<file path="config.mk">
export PLATFORM = sky130hd
export DESIGN_NAME = pmc_mul
export DESIGN_NICKNAME = d
export VERILOG_FILES = /design/src/rtl/core/pmc_pkg.sv /design/src/rtl/core/pmc_mul.sv
export SDC_FILE = /design/constraint.sdc
export NUM_CORES = 2
export LEC_CHECK = 0
export ABC_AREA = 1
export BUFFER_PORTS_ARGS = -buffer_cell sky130_fd_sc_hd__buf_2
export CORE_MARGIN = 3
export CORE_UTILIZATION = 61
export CTS_BUF_LIST = sky130_fd_sc_hd__clkbuf_4
export DETAILED_ROUTE_END_ITERATION = 10
export GPL_TIMING_DRIVEN = 0
export PLACE_DENSITY = 0.87
export SETUP_SLACK_MARGIN = 0.15
export SLEW_MARGIN = 20
export SYNTH_ARGS = -nofsm -noshare
export SYNTH_HDL_FRONTEND = slang
export SYNTH_SLANG_ARGS = --single-unit
export TNS_END_PERCENT = 1
</file>
<file path="constraint.sdc">
create_clock -name clock -period 6.9 [get_ports clock]
set_input_delay 0.345 -clock clock [delete_from_list [all_inputs] [get_ports clock]]
set_output_delay 0.345 -clock clock [all_outputs]
set_load 0.05 [all_outputs]
</file>
<file path="src/rtl/core/pmc_pkg.sv">
// Shared constants, types and helper functions of the procedural motion curve block.
package pmc_pkg;

   localparam int FRAC_BITS    = 16;
   localparam int CORDIC_STEPS = 16;
   localparam int T_W          = FRAC_BITS + 1;
   localparam int ATAN_ENTRIES = 24;
   localparam int ATAN_IDX_W   = $clog2(ATAN_ENTRIES);
   localparam int OP_W         = 34;
   localparam int PROD_W       = 2 * OP_W;
   localparam int ACC_W        = 36;
   localparam int CSR_IDX_W    = 3;

   localparam logic [T_W-1:0]         T_ONE       = {1'b1, {FRAC_BITS{1'b0}}};
   localparam logic [30:0]            DUR_RESET   = 31'(T_ONE);
   localparam logic signed [OP_W-1:0] CORDIC_GAIN = 34'sd652032874;
   localparam logic signed [OP_W-1:0] INV_TWO_PI  = 34'sd683565276;
   localparam int                     CORDIC_Q    = 30;

   // Position modes.
   localparam logic [1:0] MODE_PARABOLA = 2'd1;
   localparam logic [1:0] MODE_ORBIT    = 2'd2;

   // End actions.
   localparam logic [1:0] END_HOLD       = 2'd0;
   localparam logic [1:0] END_RESTART    = 2'd1;
   localparam logic [1:0] END_TRANSITION = 2'd2;
   localparam logic [1:0] END_REMOVAL    = 2'd3;

   // End event codes.
   localparam logic [2:0] EV_RUNNING    = 3'd0;
   localparam logic [2:0] EV_HELD       = 3'd1;
   localparam logic [2:0] EV_RESTARTED  = 3'd2;
   localparam logic [2:0] EV_TRANSITION = 3'd3;
   localparam logic [2:0] EV_REMOVAL    = 3'd4;

   // Register indexes.
   localparam logic [CSR_IDX_W-1:0] CSR_CONTROL  = 3'd0;
   localparam logic [CSR_IDX_W-1:0] CSR_DURATION = 3'd1;
   localparam logic [CSR_IDX_W-1:0] CSR_START    = 3'd2;
   localparam logic [CSR_IDX_W-1:0] CSR_CURVE_A  = 3'd3;
   localparam logic [CSR_IDX_W-1:0] CSR_CURVE_B  = 3'd4;
   localparam logic [CSR_IDX_W-1:0] CSR_ROTATION = 3'd5;

   typedef enum logic [4:0] {
      ST_IDLE,
      ST_DIV,
      ST_P_T2,
      ST_P_BX,
      ST_P_AX,
      ST_P_BY,
      ST_P_AY,
      ST_P_FIN,
      ST_O_PHI,
      ST_O_TURN,
      ST_O_FOLD,
      ST_O_CORDIC,
      ST_O_RX,
      ST_O_RY,
      ST_O_FIN,
      ST_R_MUL,
      ST_R_FIN,
      ST_DONE
   } state_type;

   function automatic logic signed [OP_W-1:0] sext34(input logic [31:0] v);
      return {{(OP_W-32){v[31]}}, v};
   endfunction

   function automatic logic signed [ACC_W-1:0] sext36(input logic [31:0] v);
      return {{(ACC_W-32){v[31]}}, v};
   endfunction

   function automatic logic signed [31:0] sat32(input logic signed [ACC_W-1:0] v);
      logic signed [31:0] r;
      if (v > 36'sd2147483647) begin
         r = 32'sh7FFFFFFF;
      end else if (v < -36'sd2147483648) begin
         r = 32'sh80000000;
      end else begin
         r = v[31:0];
      end
      return r;
   endfunction

   // Arctangent of 2^-i as a fraction of a full turn, scaled by 2^32.
   function automatic logic signed [OP_W-1:0] atan_turn(input logic [ATAN_IDX_W-1:0] idx);
      logic signed [OP_W-1:0] r;
      case (idx)
         5'd0:    r = 34'sh020000000;
         5'd1:    r = 34'sh012E4051D;
         5'd2:    r = 34'sh009FB385B;
         5'd3:    r = 34'sh0051111D4;
         5'd4:    r = 34'sh0028B0D43;
         5'd5:    r = 34'sh00145D7E1;
         5'd6:    r = 34'sh000A2F61E;
         5'd7:    r = 34'sh000517C55;
         5'd8:    r = 34'sh00028BE53;
         5'd9:    r = 34'sh000145F2F;
         5'd10:   r = 34'sh0000A2F98;
         5'd11:   r = 34'sh0000517CC;
         5'd12:   r = 34'sh000028BE6;
         5'd13:   r = 34'sh0000145F3;
         5'd14:   r = 34'sh000000A2F9;
         5'd15:   r = 34'sh00000517C;
         5'd16:   r = 34'sh0000028BE;
         5'd17:   r = 34'sh00000145F;
         5'd18:   r = 34'sh000000A2F;
         5'd19:   r = 34'sh000000517;
         5'd20:   r = 34'sh00000028B;
         5'd21:   r = 34'sh000000145;
         5'd22:   r = 34'sh0000000A2;
         5'd23:   r = 34'sh000000051;
         default: r = '0;
      endcase
      return r;
   endfunction

endpackage

</file>
<file path="src/rtl/core/pmc_mul.sv">
// Shared signed multiplier with a registered product.
module pmc_mul (
   input  logic                                   clock,
   input  logic signed [pmc_pkg::OP_W-1:0]        mul_a,
   input  logic signed [pmc_pkg::OP_W-1:0]        mul_b,
   output logic signed [pmc_pkg::PROD_W-1:0]      mul_p
);

   logic signed [pmc_pkg::PROD_W-1:0] prod_ff;

   always_ff @(posedge clock) begin
      prod_ff <= mul_a * mul_b;
   end

   assign mul_p = prod_ff;

endmodule

</file>
Word level (Yosys, flattened, before mapping)
Index checks and enable logic that the tools add are counted.
{"block": "op_classes", "n_mul": 1}
{"cell": "34-bit by 34-bit multiplier with 68-bit output", "n": 1}
{"block": "totals", "regBits": 68, "in_bits": 69, "out_inout_bits": 68}

Longest topological paths before layout
{"block": "logic_depth", "ltp_word": 1, "mapped_depth": 35, "mapped_depth_nobuf": 33}

Worst setup path before layout
Ideal clock, no wire load.
{"block": "synth_timing", "path_type": "input to register", "start": "input mul_a[33] (netlist name)", "end": "register prod_ff (netlist bit mul_p[66])", "t_arrival_ps": 7056, "required_time_ps": 6788, "slack_ps": -268, "cell_stages": 24, "n_path_buf": 2, "cell_sequence": "clkbuf_1 clkbuf_1 nand2_1 inv_1 fa_1 fa_1 fa_1 fa_1 inv_1 fa_1 fa_1 inv_1 fa_1 fa_1 ha_1 nand2_1 nor2_1 inv_1 nor2_2 nand2_1 nor3_1 nand2_2 nand3_1 nand2_1"}
{"block": "synth_between", "elab_chain_cells": 1}
{"element": "start: declaration", "line_no": "pmc_mul.sv:4", "source": "input logic signed [pmc_pkg::OP_W-1:0] mul_a,"}
{"element": "34-bit by 34-bit multiplier with 68-bit output", "line_no": "pmc_mul.sv:12", "source": "prod_ff <= mul_a * mul_b;"}
{"element": "end signal: assignment", "line_no": "pmc_mul.sv:12"}
{"element": "end: declaration", "line_no": "pmc_mul.sv:9", "source": "logic signed [pmc_pkg::PROD_W-1:0] prod_ff;"}
No other way between the ends.

Worst setup path after layout
{"block": "layout_timing", "start": "input mul_b[18] (netlist name)", "end": "register prod_ff (netlist bit mul_p[60])"}
{"block": "layout_between", "elab_chain_cells": 1}
{"element": "start: declaration", "line_no": "pmc_mul.sv:5", "source": "input logic signed [pmc_pkg::OP_W-1:0] mul_b,"}
{"element": "34-bit by 34-bit multiplier with 68-bit output", "line_no": "pmc_mul.sv:12"}
No other way between the ends.

==> reports/qor.log <==
qor: cts.clock_path_buffers 2
qor: floorplan.rows 100
qor: setup_path.slowest_delay 0.63 ns
qor: synth.netlist_area 46200 sq um
qor: min_path.worst_hold_path_type primary input to flip-flop
qor: final_layout.area_growth 11.7%
qor: synth.synth_seq_cells 68
qor: routing.via_density 5.72
qor: floorplan.start_util 61.9%
qor: min_path.number_of_cells_traversed_by_the_worst_hold_path 3
qor: synth.fraction_of_registers_with_async_set_or_reset_after_synthesis 0%
qor: sta.maxSlewHeadroom 36.5%
qor: sta.setup_tns_final 0 ns
qor: synth.yosysWarningCount 0
qor: cts.ctsHtreeMaxLevel 3
qor: final_layout.final_net_count 7648
qor: routing.route.vias.total 40.7k
qor: sta.setup_violations 0
qor: sta.grt_setup_unrepaired true
qor: synth.synth_simple_gate_area_share 16.6%
qor: sta.fin_crit_sh 99.7%
qor: placed_design.buffer_ports.inserted 69
qor: synth.synthesis.nets 7486
qor: synth.synth-main-ff-cell sky130_fd_sc_hd__dfxtp_1
qor: cts.tritoncts done
qor: sta.slew_violations 0
qor: synth.synthCells 5972
qor: global_route.grt_overflow 0
qor: final_layout.final_cell_area 51600 sq um
qor: synth.ys_top_cells_by_area sky130_fd_sc_hd__fa_1, sky130_fd_sc_hd__inv_1, sky130_fd_sc_hd__nand2_1, sky130_fd_sc_hd__ha_1, sky130_fd_sc_hd__dfxtp_1
qor: setup_path.critical_path_arrival 7.18 ns
qor: floorplan.die_w 281 um
qor: cts.cts.clk_slew.worst_paths 0.13 ns
qor: sta.final.min_clock_period 6.88 ns
qor: global_route.wire_length_of_the_first_global_routing_pass 275000 um
qor: synth.synth_compound_area_share 1.13%
qor: run_status.run_status finished clean
qor: final_layout.drive_gt1_share 12.8%
qor: floorplan.die_y 281 um
qor: floorplan.ios 137
qor: floorplan.coreArea 74700 sq um
qor: synth.yosys.area.top_type_share 53.7%
qor: routing.route.detailed.drc 0
qor: synth.synth_top_cell_by_area sky130_fd_sc_hd__fa_1
qor: global_route.track_usage 49.7%
qor: setup_path.start_kind primary input
qor: routing.initialDrtViolationCount 4922
qor: cts.cts_num_sinks 68
qor: setup_path.worst_setup_path_end_kind flip-flop
qor: setup_path.worst-setup-path-type primary input to flip-flop
qor: flow_run.drv_cap 0
qor: final_layout.fillers 5945
qor: placed_design.hpwl_after_dpl 155000 um
qor: global_route.grt_start_max_net_pins 18
qor: setup_path.most_used_cell_cp sky130_fd_sc_hd__fa_1
qor: setup_path.required 7.21 ns
qor: synth.adder_and_majority_gate_portion_of_the_synthesized_area 59.3%
qor: cts.tritoncts_buffers 9
qor: final_layout.largest_reg_flops 68
qor: global_route.grt_antenna_before_repair 10
qor: routing.detail_route.wirelength 195000 um
qor: synth.syn_area_per_cell 7.74 sq um
qor: cts.clock_tree.root_cell sky130_fd_sc_hd__clkbuf_4
qor: routing.drt-pass1-iter-count 6
qor: sta.maxClockFrequency 145 MHz
qor: setup_path.critical_path_peak_fanout 10
qor: sta.hold_viol 0
qor: global_route.grt_pass1_vias 42.2k
qor: synth.synth_top_family_by_area adder cells
qor: synth.synth.cells.most_frequent sky130_fd_sc_hd__inv_1, sky130_fd_sc_hd__nand2_1, sky130_fd_sc_hd__fa_1, sky130_fd_sc_hd__clkbuf_1, sky130_fd_sc_hd__ha_1
qor: placed_design.placedInstanceArea 47900 sq um
qor: synth.synth_enable_flop_cells 0
qor: setup_path.worst_path_max_delay_cell sky130_fd_sc_hd__fa_2
qor: synth.post_synth_xor_area_fraction 0.663%
qor: routing.wl_per_cell 27.4 um
qor: synth.yosys.cell_types.count 32
qor: sta.worst_slew_pin_slew 0.951 ns
qor: synth.ys_seq_area_share 2.95%
qor: synth.yosys-mux-area-fraction 0%
qor: floorplan.dieArea 79100 sq um
qor: routing.drtAntennaViolNets 0
qor: placed_design.gp_routability_congestion 1.06
qor: synth.post-synth-top-count-cell sky130_fd_sc_hd__inv_1
[layout by cell type (no fill, tap or decap), types with 63 or more instances in the layout]
master,synthesis,routed
sky130_fd_sc_hd__ha_1,204,161
sky130_fd_sc_hd__fa_1,1241,1193
sky130_fd_sc_hd__nand3_1,70,63
sky130_fd_sc_hd__nand2_2,20,91
sky130_fd_sc_hd__clkbuf_2,0,71
sky130_fd_sc_hd__buf_2,0,88
sky130_fd_sc_hd__buf_4,0,86
sky130_fd_sc_hd__dfxtp_1,68,68
sky130_fd_sc_hd__clkbuf_4,0,75
sky130_fd_sc_hd__nand2_1,1661,1581
sky130_fd_sc_hd__nor2_1,115,65
sky130_fd_sc_hd__inv_1,2116,2084
[kinds of logic after synthesis]
logic type / Yosys count
buffers and inverters: 2390
AND/OR/NAND/NOR: 1939
adder cells (fa/ha/maj): 1445
flip-flops: 68
AO/OA/AOI/OAI: 95
XOR/XNOR: 35
[worst paths after layout]
| kind | to | slack (ns) | startpoint |
|---|---|---|---|
| setup / recovery | mul_p[60] | 0.02 | mul_b[18] |
| hold / removal | mul_p[0] | 0.40 | mul_a[0] |
[cell type report]
class                   count  area, sq um  area share (%)
well taps                 969         1210            2.35
multi-input cells        3514        37300            72.2
repair buffers            151         1110            2.15
diodes                      6         15.0          0.0291
clock inverters             7         73.8           0.143
inverters                2119         7960            15.4
clock buffers               9         67.6           0.131
plain buffers             271         2550            4.95
flip-flops and latches     68         1360            2.64
[per-layer routing]
| metal | vias up | wire, um | GRT usage [%] |
|---|---|---|---|
| li1 | 16400 | - | - |
| met1 | 20100 | 65200 | 60.8 |
| met2 | 3161 | 83100 | 73.7 |
| met3 | 1007 | 25600 | 14.9 |
| met4 | 2 | 21000 | 39.3 |
| met5 | - | 13 | 0 |
[worst max-delay path: cells and delay by family]
family        cells  cell delay, ns
fa+ha+maj         9            4.49
buf+inv           8            1.19
simple gates      9            1.10
[stage by stage]
step | setup slack (ns) | cells | util [%] | hold slack, ns
3_5_place_dp | -1.91 | 7012 | 64.1 | 0.813
3_3_place_gp | -1.80 | 7010 | 64.0 | 0.814
4_1_cts | 0.140 | 7057 | 67.1 | 0.473
5_1_grt | -0.0232 | 7109 | 69.1 | 0.409
6_report | 0.0215 | 7114 | 69.1 | 0.403
2_1_floorplan | 0.139 | 5972 | - | 0.624
[repair_timing]
item | in CTS | in global routing
gates cloned | 1 | 0
endpoints found under the hold margin | 0 | 0
endpoints found under the setup margin | 53 | 46
buffers inserted | 28 | 51
hold buffers | 0 | 0
gates resized for setup | 596 | 426
pin swaps | 22 | 101
Power is not shown: default switching activity piles up to over one toggle a cycle in this logic, so the estimate is an artifact.
