--- config.mk ---
export PLATFORM = sky130hd
export DESIGN_NAME = pmc_div
export DESIGN_NICKNAME = d
export VERILOG_FILES = /design/src/rtl/core/pmc_pkg.sv /design/src/rtl/core/pmc_div.sv
export SDC_FILE = /design/constraint.sdc
export NUM_CORES = 1
export LEC_CHECK = 0
export ABC_AREA = 1
export BUFFER_PORTS_ARGS = -buffer_cell sky130_fd_sc_hd__buf_2
export CAP_MARGIN = 5
export CELL_PAD_IN_SITES_DETAIL_PLACEMENT = 1
export CELL_PAD_IN_SITES_GLOBAL_PLACEMENT = 2
export CORE_MARGIN = 2
export CORE_UTILIZATION = 27
export CTS_CLUSTER_DIAMETER = 80
export DETAILED_ROUTE_END_ITERATION = 6
export HOLD_SLACK_MARGIN = 0.06
export PLACE_DENSITY = 0.75
export SYNTH_ARGS = -nofsm -noshare
export SYNTH_HDL_FRONTEND = slang
export SYNTH_SLANG_ARGS = --single-unit
export TNS_END_PERCENT = 1
--- constraint.sdc ---
create_clock -name clock -period 2.4 [get_ports clock]
set_input_delay 0.12 -clock clock [delete_from_list [all_inputs] [get_ports clock]]
set_output_delay 0.12 -clock clock [all_outputs]
set_load 0.05 [all_outputs]
--- src/rtl/core/pmc_pkg.sv ---
// Shared constants, types and helper functions of the procedural motion curve block.
package pmc_pkg;

   localparam int FRAC_BITS    = 16;
   localparam int CORDIC_STEPS = 16;
   localparam int T_W          = FRAC_BITS + 1;
   localparam int ATAN_ENTRIES = 24;
   localparam int ATAN_IDX_W   = $clog2(ATAN_ENTRIES);
   localparam int OP_W         = 34;
   localparam int PROD_W       = 2 * OP_W;
   localparam int ACC_W        = 36;
   localparam int CSR_IDX_W    = 3;

   localparam logic [T_W-1:0]         T_ONE       = {1'b1, {FRAC_BITS{1'b0}}};
   localparam logic [30:0]            DUR_RESET   = 31'(T_ONE);
   localparam logic signed [OP_W-1:0] CORDIC_GAIN = 34'sd652032874;
   localparam logic signed [OP_W-1:0] INV_TWO_PI  = 34'sd683565276;
   localparam int                     CORDIC_Q    = 30;

   // Position modes.
   localparam logic [1:0] MODE_PARABOLA = 2'd1;
   localparam logic [1:0] MODE_ORBIT    = 2'd2;

   // End actions.
   localparam logic [1:0] END_HOLD       = 2'd0;
   localparam logic [1:0] END_RESTART    = 2'd1;
   localparam logic [1:0] END_TRANSITION = 2'd2;
   localparam logic [1:0] END_REMOVAL    = 2'd3;

   // End event codes.
   localparam logic [2:0] EV_RUNNING    = 3'd0;
   localparam logic [2:0] EV_HELD       = 3'd1;
   localparam logic [2:0] EV_RESTARTED  = 3'd2;
   localparam logic [2:0] EV_TRANSITION = 3'd3;
   localparam logic [2:0] EV_REMOVAL    = 3'd4;

   // Register indexes.
   localparam logic [CSR_IDX_W-1:0] CSR_CONTROL  = 3'd0;
   localparam logic [CSR_IDX_W-1:0] CSR_DURATION = 3'd1;
   localparam logic [CSR_IDX_W-1:0] CSR_START    = 3'd2;
   localparam logic [CSR_IDX_W-1:0] CSR_CURVE_A  = 3'd3;
   localparam logic [CSR_IDX_W-1:0] CSR_CURVE_B  = 3'd4;
   localparam logic [CSR_IDX_W-1:0] CSR_ROTATION = 3'd5;

   typedef enum logic [4:0] {
      ST_IDLE,
      ST_DIV,
      ST_P_T2,
      ST_P_BX,
      ST_P_AX,
      ST_P_BY,
      ST_P_AY,
      ST_P_FIN,
      ST_O_PHI,
      ST_O_TURN,
      ST_O_FOLD,
      ST_O_CORDIC,
      ST_O_RX,
      ST_O_RY,
      ST_O_FIN,
      ST_R_MUL,
      ST_R_FIN,
      ST_DONE
   } state_type;

   function automatic logic signed [OP_W-1:0] sext34(input logic [31:0] v);
      return {{(OP_W-32){v[31]}}, v};
   endfunction

   function automatic logic signed [ACC_W-1:0] sext36(input logic [31:0] v);
      return {{(ACC_W-32){v[31]}}, v};
   endfunction

   function automatic logic signed [31:0] sat32(input logic signed [ACC_W-1:0] v);
      logic signed [31:0] r;
      if (v > 36'sd2147483647) begin
         r = 32'sh7FFFFFFF;
      end else if (v < -36'sd2147483648) begin
         r = 32'sh80000000;
      end else begin
         r = v[31:0];
      end
      return r;
   endfunction

   // Arctangent of 2^-i as a fraction of a full turn, scaled by 2^32.
   function automatic logic signed [OP_W-1:0] atan_turn(input logic [ATAN_IDX_W-1:0] idx);
      logic signed [OP_W-1:0] r;
      case (idx)
         5'd0:    r = 34'sh020000000;
         5'd1:    r = 34'sh012E4051D;
         5'd2:    r = 34'sh009FB385B;
         5'd3:    r = 34'sh0051111D4;
         5'd4:    r = 34'sh0028B0D43;
         5'd5:    r = 34'sh00145D7E1;
         5'd6:    r = 34'sh000A2F61E;
         5'd7:    r = 34'sh000517C55;
         5'd8:    r = 34'sh00028BE53;
         5'd9:    r = 34'sh000145F2F;
         5'd10:   r = 34'sh0000A2F98;
         5'd11:   r = 34'sh0000517CC;
         5'd12:   r = 34'sh000028BE6;
         5'd13:   r = 34'sh0000145F3;
         5'd14:   r = 34'sh000000A2F9;
         5'd15:   r = 34'sh00000517C;
         5'd16:   r = 34'sh0000028BE;
         5'd17:   r = 34'sh00000145F;
         5'd18:   r = 34'sh000000A2F;
         5'd19:   r = 34'sh000000517;
         5'd20:   r = 34'sh00000028B;
         5'd21:   r = 34'sh000000145;
         5'd22:   r = 34'sh0000000A2;
         5'd23:   r = 34'sh000000051;
         default: r = '0;
      endcase
      return r;
   endfunction

endpackage

--- src/rtl/core/pmc_div.sv ---
// Restoring divider giving the phase elapsed/duration, one quotient bit per cycle.
module pmc_div (
   input  logic                        clock,
   input  logic                        reset,
   input  logic                        start,
   input  logic [30:0]                 dividend,
   input  logic [30:0]                 divisor,
   output logic [pmc_pkg::T_W-1:0]     quot,
   output logic                        done
);

   localparam int CNT_W = $clog2(pmc_pkg::FRAC_BITS);

   logic [31:0]              rem_ff, rem_in;
   logic [pmc_pkg::T_W-1:0]  q_ff, q_in;
   logic [CNT_W-1:0]         cnt_ff, cnt_in;
   logic                     busy_ff, busy_in;
   logic                     done_ff, done_in;
   logic [31:0]              trial;
   logic [32:0]              diff;
   logic                     q_bit;

   always_comb begin
      rem_in  = rem_ff;
      q_in    = q_ff;
      cnt_in  = cnt_ff;
      busy_in = busy_ff;
      done_in = 1'b0;
      // The dividend never exceeds the divisor, so the first step yields the
      // integer bit and the remainder then stays below the divisor.
      trial = start ? {1'b0, dividend} : {rem_ff[30:0], 1'b0};
      diff  = {1'b0, trial} - {2'b00, divisor};
      q_bit = ~diff[32];
      if (start) begin
         rem_in  = q_bit ? diff[31:0] : trial;
         q_in    = {{(pmc_pkg::T_W-1){1'b0}}, q_bit};
         cnt_in  = '0;
         busy_in = 1'b1;
      end else if (busy_ff) begin
         rem_in = q_bit ? diff[31:0] : trial;
         q_in   = {q_ff[pmc_pkg::T_W-2:0], q_bit};
         cnt_in = cnt_ff + 1'b1;
         if (cnt_ff == CNT_W'(pmc_pkg::FRAC_BITS - 1)) begin
            busy_in = 1'b0;
            done_in = 1'b1;
         end
      end
   end

   always_ff @(posedge clock) begin
      if (reset) begin
         busy_ff <= 1'b0;
         done_ff <= 1'b0;
         cnt_ff  <= '0;
      end else begin
         busy_ff <= busy_in;
         done_ff <= done_in;
         cnt_ff  <= cnt_in;
      end
      rem_ff <= rem_in;
      q_ff   <= q_in;
   end

   assign quot = q_ff;
   assign done = done_ff;

endmodule

[Word level (Yosys, flattened, before mapping)]
Index checks and enable logic that the tools add are counted.
Word-level totals
  flip-flop bits (word level): 54
  output and inout bits: 18
  word-level logic and storage cells: 24
Operators by class
  add/sub/neg operators: 2
  equal/unequal tests: 1
  mux-type cells: 10
  bitwise gates (word level): 2
  reductions and logical operators: 3
Operators by type and width (count)
  $mux W31: 3
  $sub A32 B31 Y33: 1
  $mux W32: 1
  $mux W1: 6
  $add A4 B1 Y4 const B: 1
  $eq A4 B4 Y1 const B: 1
  $reduce_or A3 Y1: 1
  $not A1 Y1: 2
  $reduce_bool A2 Y1: 1
  $reduce_or A2 Y1: 1

[Depth between registers and ports, before layout]
  depth after elaboration: 5
  mapped depth: 22
  depth with buffers taken out: 17

[Least setup slack after synthesis]
Ideal clock, no wire load.
  path type: input port to flip-flop
  from: input port start
  to: register rem_ff[19], data pin
  arrival: 2254 ps
  required time: 2147 ps
  path slack: -107 ps
  stages: 18
  cells stage by stage: buf_4 inv_1 clkbuf_1 buf_1 nand2_1 nand2_1 ha_1 nand2_1 inv_1 a21oi_2 nor2_1 nor2_1 nand2_2 nand2_2 nand2_4 buf_2 nand3_1 nand2_1
On the way
  cells in the longest elaborated chain, start to end: 5
Ends and longest elaborated chain
  start, declared: RTL line pmc_div.sv:5  | input logic start,
  $mux W32: RTL line pmc_div.sv:31  | trial = start ? {1'b0, dividend} : {rem_ff[30:0], 1'b0};
  $sub A32 B31 Y33: RTL line pmc_div.sv:32  | diff = {1'b0, trial} - {2'b00, divisor};
  $mux W31: RTL line pmc_div.sv:35, pmc_div.sv:40
  $mux W31: RTL line pmc_div.sv:39  | end else if (busy_ff) begin
  $mux W31 (*): RTL line pmc_div.sv:34  | if (start) begin
  net rem_in[19]: RTL line pmc_div.sv:14  | logic [31:0] rem_ff, rem_in;
  end signal, assigned: RTL line pmc_div.sv:60  | rem_ff <= rem_in;
  end, declared: RTL line pmc_div.sv:14
The timed path passes the listed nets; every way through them passes the cells marked *. The select of a mux whose other input is x is not followed.
A chain may end at the register's enable or synchronous reset.

[Final worst setup path]
  from: register rem_ff[18]
  to: register rem_ff[14], data pin
On the way
  cells in the longest elaborated chain, start to end: 5
Ends and longest elaborated chain (RTL line)
  $mux W32 (*): pmc_div.sv:31
  $sub A32 B31 Y33 (*): pmc_div.sv:32
  $mux W31 (*): pmc_div.sv:35, pmc_div.sv:40
  $mux W31: pmc_div.sv:39
  $mux W31 (*): pmc_div.sv:34
  net rem_in[14]: pmc_div.sv:14
Marked as above.

==> impl_metrics.sql <==
INSERT INTO impl_metrics (metric_group, metric, value, unit) VALUES
('finish', 'final_cell_area', '6760', 'um^2'),
('detailed_routing', 'number_of_iterations_in_the_first_detailed_routing_pass', '4', ''),
('finish', 'final_antenna_diode_count', '0', ''),
('worst_hold_path', 'hold_path.class', 'in2reg', ''),
('yosys', 'avgSynthCellArea', '5.92', 'um^2'),
('yosys', 'yosys-top-cells-area', 'nand2_1 (28%), edfxtp_1 (19%), inv_1 (11%), dfxtp_1 (8.9%), ha_1 (8.6%)', ''),
('die', 'core_region_area', '18000', 'um^2'),
('sta', 'hold_viol', '0', ''),
('sta', 'max_freq', '437', 'MHz'),
('yosys', 'synth_cell_types', '31', ''),
('critical_path', 'worst_path_largest_cell_delay', '0.38', 'ns'),
('clock_network', 'clk_pin_slew', '0.09', 'ns'),
('critical_path', 'cpMostUsedCell', 'nand2_1', ''),
('clock_network', 'cts-root-buf', 'clkbuf_16', ''),
('yosys', 'commonest_cells_in_the_synthesized_netlist', 'nand2_1 (376), inv_1 (143), nor2_1 (77)', ''),
('detailed_routing', 'routed_wire_length_per_instance', '13.9', 'um'),
('clock_network', 'ctsHtreeMaxLevel', '2', ''),
('clock_network', 'insertion_delay', '0.32', 'ns'),
('status', 'status', 'finished clean', ''),
('critical_path', 'worst-endpoint-arrival', '2.37', 'ns'),
('die', 'effective_utilization_at_floorplan', '0.276', ''),
('yosys', 'netlist_instances', '837', ''),
('finish', 'drive_above_1_share', '0.231', ''),
('global_routing', 'grt_pass1_wl', '28300', 'um'),
('yosys', 'yosysTopAreaCell', 'nand2_1', ''),
('global_routing', 'grt_pass1_vias', '5685', ''),
('detailed_routing', 'post_drt_via_cell_ratio', '4.39', ''),
('die', 'floorplan.die.height', '139', 'um'),
('yosys', 'asyncSetResetFlopFracSynth', '0', ''),
('yosys', 'ys.warnings.count', '0', ''),
('place', 'port_buffers', '82', ''),
('place', 'numPlacedInstances', '1240', ''),
('clock_network', 'cts.sinks', '54', ''),
('critical_path', 'critPathKind', 'reg2reg', ''),
('global_routing', 'grt_start_max_net_pins', '33', ''),
('power_and_ir_drop', 'power.total', '5.23', 'mW'),
('critical_path', 'worst-path-max-fanout', '13', ''),
('sta', 'rsz0062_at_grt', 'true', ''),
('yosys', 'ys_dominant_reg_cell', 'edfxtp_1', ''),
('detailed_routing', 'drt.antenna.violating_nets', '0', ''),
('die', 'dieArea', '19500', 'um^2'),
('sta', 'timing.slew.headroom', '0.664', ''),
('die', 'placementRows', '49', ''),
('sta', 'final.period_utilization', '0.954', ''),
('clock_network', 'cts-buffers-inserted', '5', ''),
('finish', 'syn_to_layout_area_delta', '36.4', '%'),
('yosys', 'synth_most_common_cell', 'nand2_1', ''),
('sta', 'setup_total_negative_slack', '0', 'ns'),
('yosys', 'synth_edf_count', '32', ''),
('finish', 'layout.nets', '1119', ''),
('power_and_ir_drop', 'ir_worst_vdd', '0.303', 'mV'),
('clock_network', 'cts_max_path_buffers', '2', ''),
('detailed_routing', 'drcViolationCount', '0', ''),
('place', 'place_hpwl', '14300', 'um'),
('clock_network', 'postCtsSetupBuffers', '0', ''),
('critical_path', 'timing.critical_path.to_type', 'flip-flop', ''),
('die', 'boundaryPins', '83', ''),
('finish', 'stdcell_count', '1249', ''),
('sta', 'tightest_slew', '0.504', 'ns'),
('power_and_ir_drop', 'power_per_cell_area', '774', 'nW/um^2'),
('sta', 'min_period', '2.29', 'ns'),
('yosys', 'synth.net_count', '937', ''),
('yosys', 'synth_sequential_area_ratio', '0.283', ''),
('flow_run', 'cap_violations', '0', ''),
('detailed_routing', 'via_count', '5477', ''),
('global_routing', 'grt_util_all_layers', '0.181', ''),
('global_routing', 'gr_overflow_total', '0', ''),
('global_routing', 'antenna_violations_before_repair', '0', ''),
('yosys', 'postSynthRegisterBits', '54', ''),
('place', 'routabilityCongestion', '0.879', ''),
('sta', 'setup_viol', '0', '');
==> registers in the layout (all words and copies together) (netlist names) <==
signal   cells
done         1
quot        17
busy_ff      1
cnt_ff       4
rem_ff      31
==> layer usage <==
metal	wire, um	up-vias	part of all wire	track usage
li1	-	2906	-	-
met1	8620	2496	0.50	0.247
met2	8180	67	0.47	0.313
met3	479	8	0.028	0.0237
met4	113	0	0.0065	0.0271
met5	0	-	0	0
==> critical path, delay by kind of cell (launching register included) <==
| family | cells | cell delay (ns) |
|---|---|---|
| compound gates | 1 | 0.16 |
| flops | 1 | 0.38 |
| simple gates | 10 | 0.95 |
| fa+ha+maj | 1 | 0.32 |
| buf+inv | 2 | 0.26 |
==> cells in the final DEF (no fill, tap or decap), types with 5 or more instances in the layout <==
cell type	count
nor2_1	71
buf_2	82
nand2_1	371
nor2_2	7
a21oi_2	6
nand3_1	41
dfxtp_1	22
nand2_2	8
clkbuf_16	5
o21ai_0	20
edfxtp_1	32
ha_1	27
ha_4	6
buf_4	106
a21oi_1	19
nand4_1	5
nand3b_1	5
xor2_1	13
inv_1	143
==> report_power, final <==
group          switching (mW)  total [mW]  internal [mW]
clock network           0.416       0.917          0.501
logic                    1.69        2.94           1.24
registers              0.0789        1.38           1.30
total                    2.19        5.23           3.04
==> layout make-up <==
class	count	area [um^2]
Timing Repair Buffer	193	1300
Sequential cell	54	1400
Tap cell	229	287
Clock inverter	3	47.5
Fill cell	2440	11200
Multi-Input combinational cell	620	3060
Clock buffer	5	125
Inverter	145	544
==> per-stage QoR <==
step                      utilization  hold WS, ns  setup WS [ns]
after floorplan                     -        0.189         0.0344
after global placement          0.358        0.327        -0.0652
after detailed placement        0.358        0.326         -0.110
after CTS                       0.369        0.192         0.0603
after global routing            0.376        0.248        -0.0232
final                           0.376        0.205          0.111
==> timing repair <==
item | in CTS | in global routing
resized for setup | 1 | 28
hold buffers | 1 | 0
pin swaps | 0 | 1
endpoints found under the setup margin | 1 | 31
hold endpoints to repair | 1 | 0
==> final timing paths <==
path / cells past startpoint / slack (ns) / startpoint / to
hold reg to reg: 2 / 0.49 / cnt_ff[3]$_SDFFE_PP0P_ / cnt_ff[3]$_SDFFE_PP0P_
setup reg to reg: 14 / 0.11 / rem_ff[18]$_DFFE_PP_ / rem_ff[14]$_DFFE_PP_
setup / recovery: 14 / 0.11 / rem_ff[18]$_DFFE_PP_ / rem_ff[14]$_DFFE_PP_
hold / removal: 5 / 0.21 / dividend[18] / rem_ff[18]$_DFFE_PP_
==> kinds of logic (layout without fill, tap and decap cells) <==
family                   after synthesis  after routing  synth area share
AO/OA/AOI/OAI                         51             51            0.0548
XOR/XNOR                              15             15            0.0265
flip-flops                            54             54             0.283
AND/OR/NAND/NOR                      519            519             0.418
adder cells (fa/ha/maj)               35             35            0.0899
buffers and inverters                163            346             0.128
Power figures use the tool's default switching activity.
