`config.mk`:
```
export PLATFORM = sky130hd
export DESIGN_NAME = pmc_cordic
export DESIGN_NICKNAME = d
export VERILOG_FILES = /design/src/rtl/core/pmc_pkg.sv /design/src/rtl/core/pmc_cordic.sv
export SDC_FILE = /design/constraint.sdc
export NUM_CORES = 1
export LEC_CHECK = 0
export ABC_AREA = 1
export ABC_CLOCK_PERIOD_IN_PS = 4490
export BUFFER_PORTS_ARGS = -buffer_cell sky130_fd_sc_hd__buf_4
export CAP_MARGIN = 20
export CORE_UTILIZATION = 50
export DETAILED_ROUTE_END_ITERATION = 8
export GPL_ROUTABILITY_DRIVEN = 0
export PLACE_DENSITY = 0.64
export SLEW_MARGIN = 10
export SYNTH_ARGS = -nofsm -noshare
export SYNTH_HDL_FRONTEND = slang
export SYNTH_SLANG_ARGS = --single-unit
```
`constraint.sdc`:
```
create_clock -name clock -period 4.49 [get_ports clock]
set_input_delay 0.2245 -clock clock [delete_from_list [all_inputs] [get_ports clock]]
set_output_delay 0.2245 -clock clock [all_outputs]
set_load 0.03 [all_outputs]
```
`src/rtl/core/pmc_pkg.sv`:
```
// Shared constants, types and helper functions of the procedural motion curve block.
package pmc_pkg;

   localparam int FRAC_BITS    = 16;
   localparam int CORDIC_STEPS = 16;
   localparam int T_W          = FRAC_BITS + 1;
   localparam int ATAN_ENTRIES = 24;
   localparam int ATAN_IDX_W   = $clog2(ATAN_ENTRIES);
   localparam int OP_W         = 34;
   localparam int PROD_W       = 2 * OP_W;
   localparam int ACC_W        = 36;
   localparam int CSR_IDX_W    = 3;

   localparam logic [T_W-1:0]         T_ONE       = {1'b1, {FRAC_BITS{1'b0}}};
   localparam logic [30:0]            DUR_RESET   = 31'(T_ONE);
   localparam logic signed [OP_W-1:0] CORDIC_GAIN = 34'sd652032874;
   localparam logic signed [OP_W-1:0] INV_TWO_PI  = 34'sd683565276;
   localparam int                     CORDIC_Q    = 30;

   // Position modes.
   localparam logic [1:0] MODE_PARABOLA = 2'd1;
   localparam logic [1:0] MODE_ORBIT    = 2'd2;

   // End actions.
   localparam logic [1:0] END_HOLD       = 2'd0;
   localparam logic [1:0] END_RESTART    = 2'd1;
   localparam logic [1:0] END_TRANSITION = 2'd2;
   localparam logic [1:0] END_REMOVAL    = 2'd3;

   // End event codes.
   localparam logic [2:0] EV_RUNNING    = 3'd0;
   localparam logic [2:0] EV_HELD       = 3'd1;
   localparam logic [2:0] EV_RESTARTED  = 3'd2;
   localparam logic [2:0] EV_TRANSITION = 3'd3;
   localparam logic [2:0] EV_REMOVAL    = 3'd4;

   // Register indexes.
   localparam logic [CSR_IDX_W-1:0] CSR_CONTROL  = 3'd0;
   localparam logic [CSR_IDX_W-1:0] CSR_DURATION = 3'd1;
   localparam logic [CSR_IDX_W-1:0] CSR_START    = 3'd2;
   localparam logic [CSR_IDX_W-1:0] CSR_CURVE_A  = 3'd3;
   localparam logic [CSR_IDX_W-1:0] CSR_CURVE_B  = 3'd4;
   localparam logic [CSR_IDX_W-1:0] CSR_ROTATION = 3'd5;

   typedef enum logic [4:0] {
      ST_IDLE,
      ST_DIV,
      ST_P_T2,
      ST_P_BX,
      ST_P_AX,
      ST_P_BY,
      ST_P_AY,
      ST_P_FIN,
      ST_O_PHI,
      ST_O_TURN,
      ST_O_FOLD,
      ST_O_CORDIC,
      ST_O_RX,
      ST_O_RY,
      ST_O_FIN,
      ST_R_MUL,
      ST_R_FIN,
      ST_DONE
   } state_type;

   function automatic logic signed [OP_W-1:0] sext34(input logic [31:0] v);
      return {{(OP_W-32){v[31]}}, v};
   endfunction

   function automatic logic signed [ACC_W-1:0] sext36(input logic [31:0] v);
      return {{(ACC_W-32){v[31]}}, v};
   endfunction

   function automatic logic signed [31:0] sat32(input logic signed [ACC_W-1:0] v);
      logic signed [31:0] r;
      if (v > 36'sd2147483647) begin
         r = 32'sh7FFFFFFF;
      end else if (v < -36'sd2147483648) begin
         r = 32'sh80000000;
      end else begin
         r = v[31:0];
      end
      return r;
   endfunction

   // Arctangent of 2^-i as a fraction of a full turn, scaled by 2^32.
   function automatic logic signed [OP_W-1:0] atan_turn(input logic [ATAN_IDX_W-1:0] idx);
      logic signed [OP_W-1:0] r;
      case (idx)
         5'd0:    r = 34'sh020000000;
         5'd1:    r = 34'sh012E4051D;
         5'd2:    r = 34'sh009FB385B;
         5'd3:    r = 34'sh0051111D4;
         5'd4:    r = 34'sh0028B0D43;
         5'd5:    r = 34'sh00145D7E1;
         5'd6:    r = 34'sh000A2F61E;
         5'd7:    r = 34'sh000517C55;
         5'd8:    r = 34'sh00028BE53;
         5'd9:    r = 34'sh000145F2F;
         5'd10:   r = 34'sh0000A2F98;
         5'd11:   r = 34'sh0000517CC;
         5'd12:   r = 34'sh000028BE6;
         5'd13:   r = 34'sh0000145F3;
         5'd14:   r = 34'sh000000A2F9;
         5'd15:   r = 34'sh00000517C;
         5'd16:   r = 34'sh0000028BE;
         5'd17:   r = 34'sh00000145F;
         5'd18:   r = 34'sh000000A2F;
         5'd19:   r = 34'sh000000517;
         5'd20:   r = 34'sh00000028B;
         5'd21:   r = 34'sh000000145;
         5'd22:   r = 34'sh0000000A2;
         5'd23:   r = 34'sh000000051;
         default: r = '0;
      endcase
      return r;
   endfunction

endpackage

```
`src/rtl/core/pmc_cordic.sv`:
```
// Iterative rotation-mode CORDIC giving cosine and sine in Q4.30 of a binary angle.
module pmc_cordic #(
   parameter int STEPS = pmc_pkg::CORDIC_STEPS
) (
   input  logic                               clock,
   input  logic                               reset,
   input  logic                               start,
   input  logic [31:0]                        phase,
   output logic signed [pmc_pkg::OP_W-1:0]    cos_out,
   output logic signed [pmc_pkg::OP_W-1:0]    sin_out,
   output logic                               done
);

   localparam int IW = pmc_pkg::ATAN_IDX_W;

   logic signed [pmc_pkg::OP_W-1:0] x_ff, x_in, y_ff, y_in, z_ff, z_in;
   logic signed [pmc_pkg::OP_W-1:0] z0, dx, dy, at;
   logic [IW-1:0]                   i_ff, i_in;
   logic                            neg_ff, neg_in;
   logic                            busy_ff, busy_in;
   logic                            done_ff, done_in;

   always_comb begin
      x_in    = x_ff;
      y_in    = y_ff;
      z_in    = z_ff;
      i_in    = i_ff;
      neg_in  = neg_ff;
      busy_in = busy_ff;
      done_in = 1'b0;
      z0 = pmc_pkg::sext34(phase);
      dx = y_ff >>> i_ff;
      dy = x_ff >>> i_ff;
      at = pmc_pkg::atan_turn(i_ff);
      if (start) begin
         // Fold the angle into [-90, 90] degrees; the results are negated later.
         neg_in = 1'b0;
         z_in   = z0;
         if (z0 > 34'sh040000000) begin
            z_in   = z0 - 34'sh080000000;
            neg_in = 1'b1;
         end else if (z0 < -34'sh040000000) begin
            z_in   = z0 + 34'sh080000000;
            neg_in = 1'b1;
         end
         x_in    = pmc_pkg::CORDIC_GAIN;
         y_in    = '0;
         i_in    = '0;
         busy_in = 1'b1;
      end else if (busy_ff) begin
         if (!z_ff[pmc_pkg::OP_W-1]) begin
            x_in = x_ff - dx;
            y_in = y_ff + dy;
            z_in = z_ff - at;
         end else begin
            x_in = x_ff + dx;
            y_in = y_ff - dy;
            z_in = z_ff + at;
         end
         i_in = i_ff + 1'b1;
         if (i_ff == IW'(STEPS - 1)) begin
            busy_in = 1'b0;
            done_in = 1'b1;
         end
      end
   end

   always_ff @(posedge clock) begin
      if (reset) begin
         busy_ff <= 1'b0;
         done_ff <= 1'b0;
         i_ff    <= '0;
      end else begin
         busy_ff <= busy_in;
         done_ff <= done_in;
         i_ff    <= i_in;
      end
      x_ff   <= x_in;
      y_ff   <= y_in;
      z_ff   <= z_in;
      neg_ff <= neg_in;
   end

   assign cos_out = neg_ff ? -x_ff : x_ff;
   assign sin_out = neg_ff ? -y_ff : y_ff;
   assign done    = done_ff;

endmodule

```
# Word-level counts from Yosys, hierarchy flattened
# Memory sizes are Yosys's and may differ from the RTL's. A register that Yosys moved wholly into a read port is not among the register bits.
# Cells that the tools add are included.
[word_totals]
reg_bits = 110
mem_bits_ro = 960
inputBits = 35
elab_cells = 44
n_memories = 1
[op_classes]
add_sub_neg = 11
n_lt_le_gt_ge = 2
n_eq_ne = 1
shift = 2
mux = 16
bitwise = 1
reduce_logical = 3
[mem_list]
columns = ["memory", "words", "word_bits", "rd", "rd_ports_with_merged_regs", "wr", "line", "rtl"]
rows = [
  ["(no name shown)", 32, 30, 1, 1, 0, "pmc_pkg.sv:89", "case (idx)"],
]
[op_table]
columns = ["op", "count"]
rows = [
  ["$mux W34", 9],
  ["$add A34 B34 Y34", 3],
  ["$sub A34 B34 Y34", 3],
  ["$neg A34 Y34", 2],
  ["$sshr A34 B5 Y34", 2],
  ["$add A32 B33 Y34 const B", 1],
  ["$sub A32 B33 Y34 const B", 1],
  ["$gt A32 B32 Y1 const B", 1],
  ["$lt A32 B31 Y1 const B", 1],
  ["$mux W5", 2],
  ["$add A5 B1 Y5 const B", 1],
  ["$eq A5 B4 Y1 const B", 1],
  ["$mux W1", 5],
  ["$reduce_or A3 Y1", 1],
  ["$reduce_bool A2 Y1", 1],
  ["$reduce_or A2 Y1", 1],
  ["$not A1 Y1", 1],
]

# Logic depth before layout (Yosys ltp)
[logic_depth]
word_depth = 4
mapped_depth = 39
ltp_nobuf = 37

# Least setup slack after synthesis
# Ideal clock, no wire load.
[synth_path]
kind = "flip-flop to flip-flop"
from = "reg i_ff[0]"
to = "reg y_ff[26] in the netlist's numbering"
arrival_time_ns = 3.885
required_time_ns = 4.381
slack_ns = 0.496
path_stages_with_launch = 30
path_buffers = 2
synth_period_minus_slack_ns = 3.994
cell_sequence = "dfxtp_1 -> buf_4 -> clkbuf_1 -> nand2_1 -> nand3_1 -> nand3_1 -> nand3_1 -> nand3_1 -> nand2_1 -> inv_1 -> ha_1 -> nand2_1 -> o21ai_0 -> fa_1 -> inv_1 -> nand3_1 -> nand2_1 -> inv_1 -> nor2_1 -> nor2_1 -> o21ai_2 -> a21oi_1 -> o21ai_0 -> a21boi_0 -> o21ai_0 -> nand2_1 -> nand3_1 -> nand3_1 -> nand2_1 -> inv_1"
[synth_via]
elab_chain_len = 3
word_cells_on_any_way = 4
classes_between = "add/sub: 2; shift: 1; mux: 1"
[synth_rtl]
columns = ["item", "line", "rtl"]
rows = [
  ["start: declaration", "pmc_cordic.sv:18", "logic [IW-1:0] i_ff, i_in;"],
  ["start signal: assignment", "pmc_cordic.sv:76", "i_ff <= i_in;"],
  ["$sshr A34 B5 Y34 *", "pmc_cordic.sv:33", "dy = x_ff >>> i_ff;"],
  ["$add A34 B34 Y34 or $sub A34 B34 Y34 (tied branches)", "pmc_cordic.sv:53, pmc_cordic.sv:57", ""],
  ["$mux W34 *", "pmc_cordic.sv:51", "if (!z_ff[pmc_pkg::OP_W-1]) begin"],
  ["end signal: assignment", "pmc_cordic.sv:79", "y_ff <= y_in;"],
  ["end: declaration", "pmc_cordic.sv:16", "logic signed [pmc_pkg::OP_W-1:0] x_ff, x_in, y_ff, y_in, z_ff, z_in;"],
]
# Mark *: on every way between the ends. The rest lies on a longest branch, timed or not.
# A chain may end at the register's enable or synchronous reset.

# Worst setup path after layout
[layout_path]
from = "reg i_ff[0]"
to = "reg y_ff[33] in the netlist's numbering"
# Same word-level chain as after synthesis.

==> results.py <==
metrics = {
    "global_route": {
        "antenna_found_initial": 0,
        "track_usage_pct": 34.1,
        "grt_start_max_net_pins": 54,
        "overflow": 0,
        "grt_pass1_wl_mm": 99.1,
        "grt_pass1_vias": 19282,
    },
    "detailed_routing": {
        "vias": 21948,
        "postRouteWirelength_mm": 66.7,
        "wl_per_cell_um": 17.6,
        "ant_nets": 0,
        "viasPerCell": 5.79,
        "drtIter0Drc": 2104,
        "drc": 10,
        "firstDrtPassIters": 9,
    },
    "critical_path": {
        "cp_max_fo": 6,
        "critPathCaptureType": "flop",
        "cp-start-kind": "flop",
        "worstSetupPathType": "reg -> reg",
        "cp.arrival_ps": 4850,
        "critPathRequiredTime_ps": 4900,
        "cp_slowest_cell": "dfxtp_4",
        "max_stage_delay_ps": 390,
    },
    "run": {
        "maxCapViolations": 0,
    },
    "hold_path": {
        "hold_class": "in -> reg",
    },
    "synthesis": {
        "yosys_warnings": 0,
        "yosys.area.top_type": "nand2_1",
        "async_flop_share_pct": 0,
        "seq_area_frac_synth_pct": 17.4,
        "ys.flop_type": "dfxtp_1",
        "synthesis.nets": 3191,
        "synthMostInstantiatedCell": "nand2_1",
        "avgSynthCellArea_um2": 5.97,
        "synthTopCellsByArea": "nand2_1 15%, nand3_1 13%, dfxtp_1 12%",
        "synth_cells": 3041,
        "netlist_area_um2": 18100,
        "synth_edf_count": 35,
        "ys_ff_latch": 140,
        "synth_cell_types": 62,
        "synth_common_cells": "744 x nand2_1, 468 x nand3_1, 303 x inv_1, 267 x nor2_1, 204 x a21oi_1",
        "synth_top_area_share_pct": 15.4,
    },
    "sta": {
        "report.final.slew_viol_count": 0,
        "maxSlewHeadroom_pct": 50.0,
        "setup_tns_ps": 0,
        "fmax_mhz": 225,
        "fin_skew_ps": 14.0,
        "rsz0062_at_grt": "yes",
        "hold_ws_ps": 30.5,
        "period_share_pct": 99.0,
        "setup_viol": 0,
        "hold_violations": 0,
        "period_needed_ps": 4450,
        "tightestPinTransition_ps": 744,
    },
    "power": {
        "p_leak_nw": 11.5,
        "p_per_area_nw_per_um2": 644,
        "ir_drop_uv": 369,
        "finalPower_w": 0.0151,
    },
    "floorplan": {
        "dieArea_um2": 37100,
        "die_h_um": 193,
        "core_um2": 35700,
        "start_util_pct": 50.9,
        "rows": 69,
        "ios": 104,
        "die_width_um": 193,
    },
    "clock_network": {
        "cts_sinks": 140,
        "path_clk_slew_ps": 70,
        "clockBufferDepth": 2,
        "cts_tree": "done",
        "root_buffer": "clkbuf_16",
        "insertion_delay_ps": 480,
        "cts_buffers": 17,
        "h-tree-depth": 4,
    },
    "run_status": {
        "status": "complete, but fails checks",
        "violations": "DRC",
    },
    "cells_and_area": {
        "num_antenna_cells": 0,
        "drive_gt1_share_pct": 23.5,
        "finalNetCount": 3466,
        "syn_to_final_growth_pct": 28.9,
        "nFillCells": 3349,
    },
    "placed_design": {
        "dp_hpwl_mm": 49.6,
        "port_buffers": 103,
    },
}
final cells by class:
type                            count  area [um^2]  share of cell area [%]
Sequential cell                   140         3160                    13.5
Clock inverter                     11          120                   0.513
Clock buffer                       21          503                    2.15
Multi-Input combinational cell   2458        14500                    62.2
Tap cell                          461          577                    2.47
Inverter                          315         1200                    5.12
Timing Repair Buffer              384         3280                    14.0
cell families after synthesis:
logic type	count (synthesis)	synth area share, %
adder cells (fa/ha/maj)	115	8.05
buffers and inverters	443	9.80
AO/OA/AOI/OAI	506	15.8
AND/OR/NAND/NOR	1647	39.8
flip-flops	140	17.4
XOR/XNOR	190	9.17
per-layer routing:
metal / vias up / global-route usage, % / routed length [um]
met5: - / 0 / 0
met4: 0 / 13.7 / 2770
met3: 204 / 4.82 / 4630
met2: 918 / 57.3 / 31300
met1: 10109 / 43.5 / 28000
li1: 10717 / - / -
what timing repair did:
item,4_1_cts,5_1_grt
pin swaps,4,70
hold buffers,1,0
setup buffers,4,21
gates resized for setup,16,334
cloned,1,8
hold endpoints to repair,2,0
endpoints found under the setup margin,13,36
power breakdown:
group          switching [W]  internal (W)  total [W]
Sequential          0.000323       0.00163    0.00195
Combinational        0.00680       0.00476     0.0116
Clock               0.000689      0.000874    0.00156
Total                0.00781       0.00726     0.0151
final timing paths:
path,from,endpoint,slack [ps],cells after the start
max,i_ff[0],y_ff[33],40,29
min,phase[0],z_ff[0],30,3
max reg2reg,i_ff[0],y_ff[33],40,29
min reg2reg,x_ff[33],x_ff[33],600,3
state kept, by name, indices dropped and copies added (netlist names):
signal   count
at          30
busy_ff      1
done         1
i_ff         5
neg_ff       1
x_ff        34
y_ff        34
z_ff        34
through the flow:
stage	std cells	util, %	area [um^2]	setup WS (ps)
after floorplan	3041	-	18100	496
after global placement	3723	58.7	20900	-216
after detailed placement	3723	58.7	20900	-271
after CTS	3761	60.8	21700	-12.4
after global routing	3790	65.6	23400	-124
final	3790	65.6	23400	43.9
worst max-delay path, delay by kind of cell (launching register included):
kind                     cells  cell delay [ps]
AND/OR/NAND/NOR             17             2170
XOR/XNOR                     1              150
buffers and inverters        4              400
flip-flops                   1              390
AO/OA/AOI/OAI                5              770
adder cells (fa/ha/maj)      2              500
placed cells by master, fill, tap and decap left out, types with 35 or more instances in the layout:
cell,Yosys,final
nand2_1,744,690
nand3_1,468,374
buf_4,9,354
inv_1,303,292
nor2_1,267,247
a21oi_1,204,181
xor2_1,128,125
o21ai_0,151,121
dfxtp_1,105,100
nand3_2,8,97
ha_1,112,94
nand2_2,20,68
xnor2_1,62,59
nor3_1,43,39
edfxtp_1,35,35
Note: power is estimated with default switching activity, not from simulation.
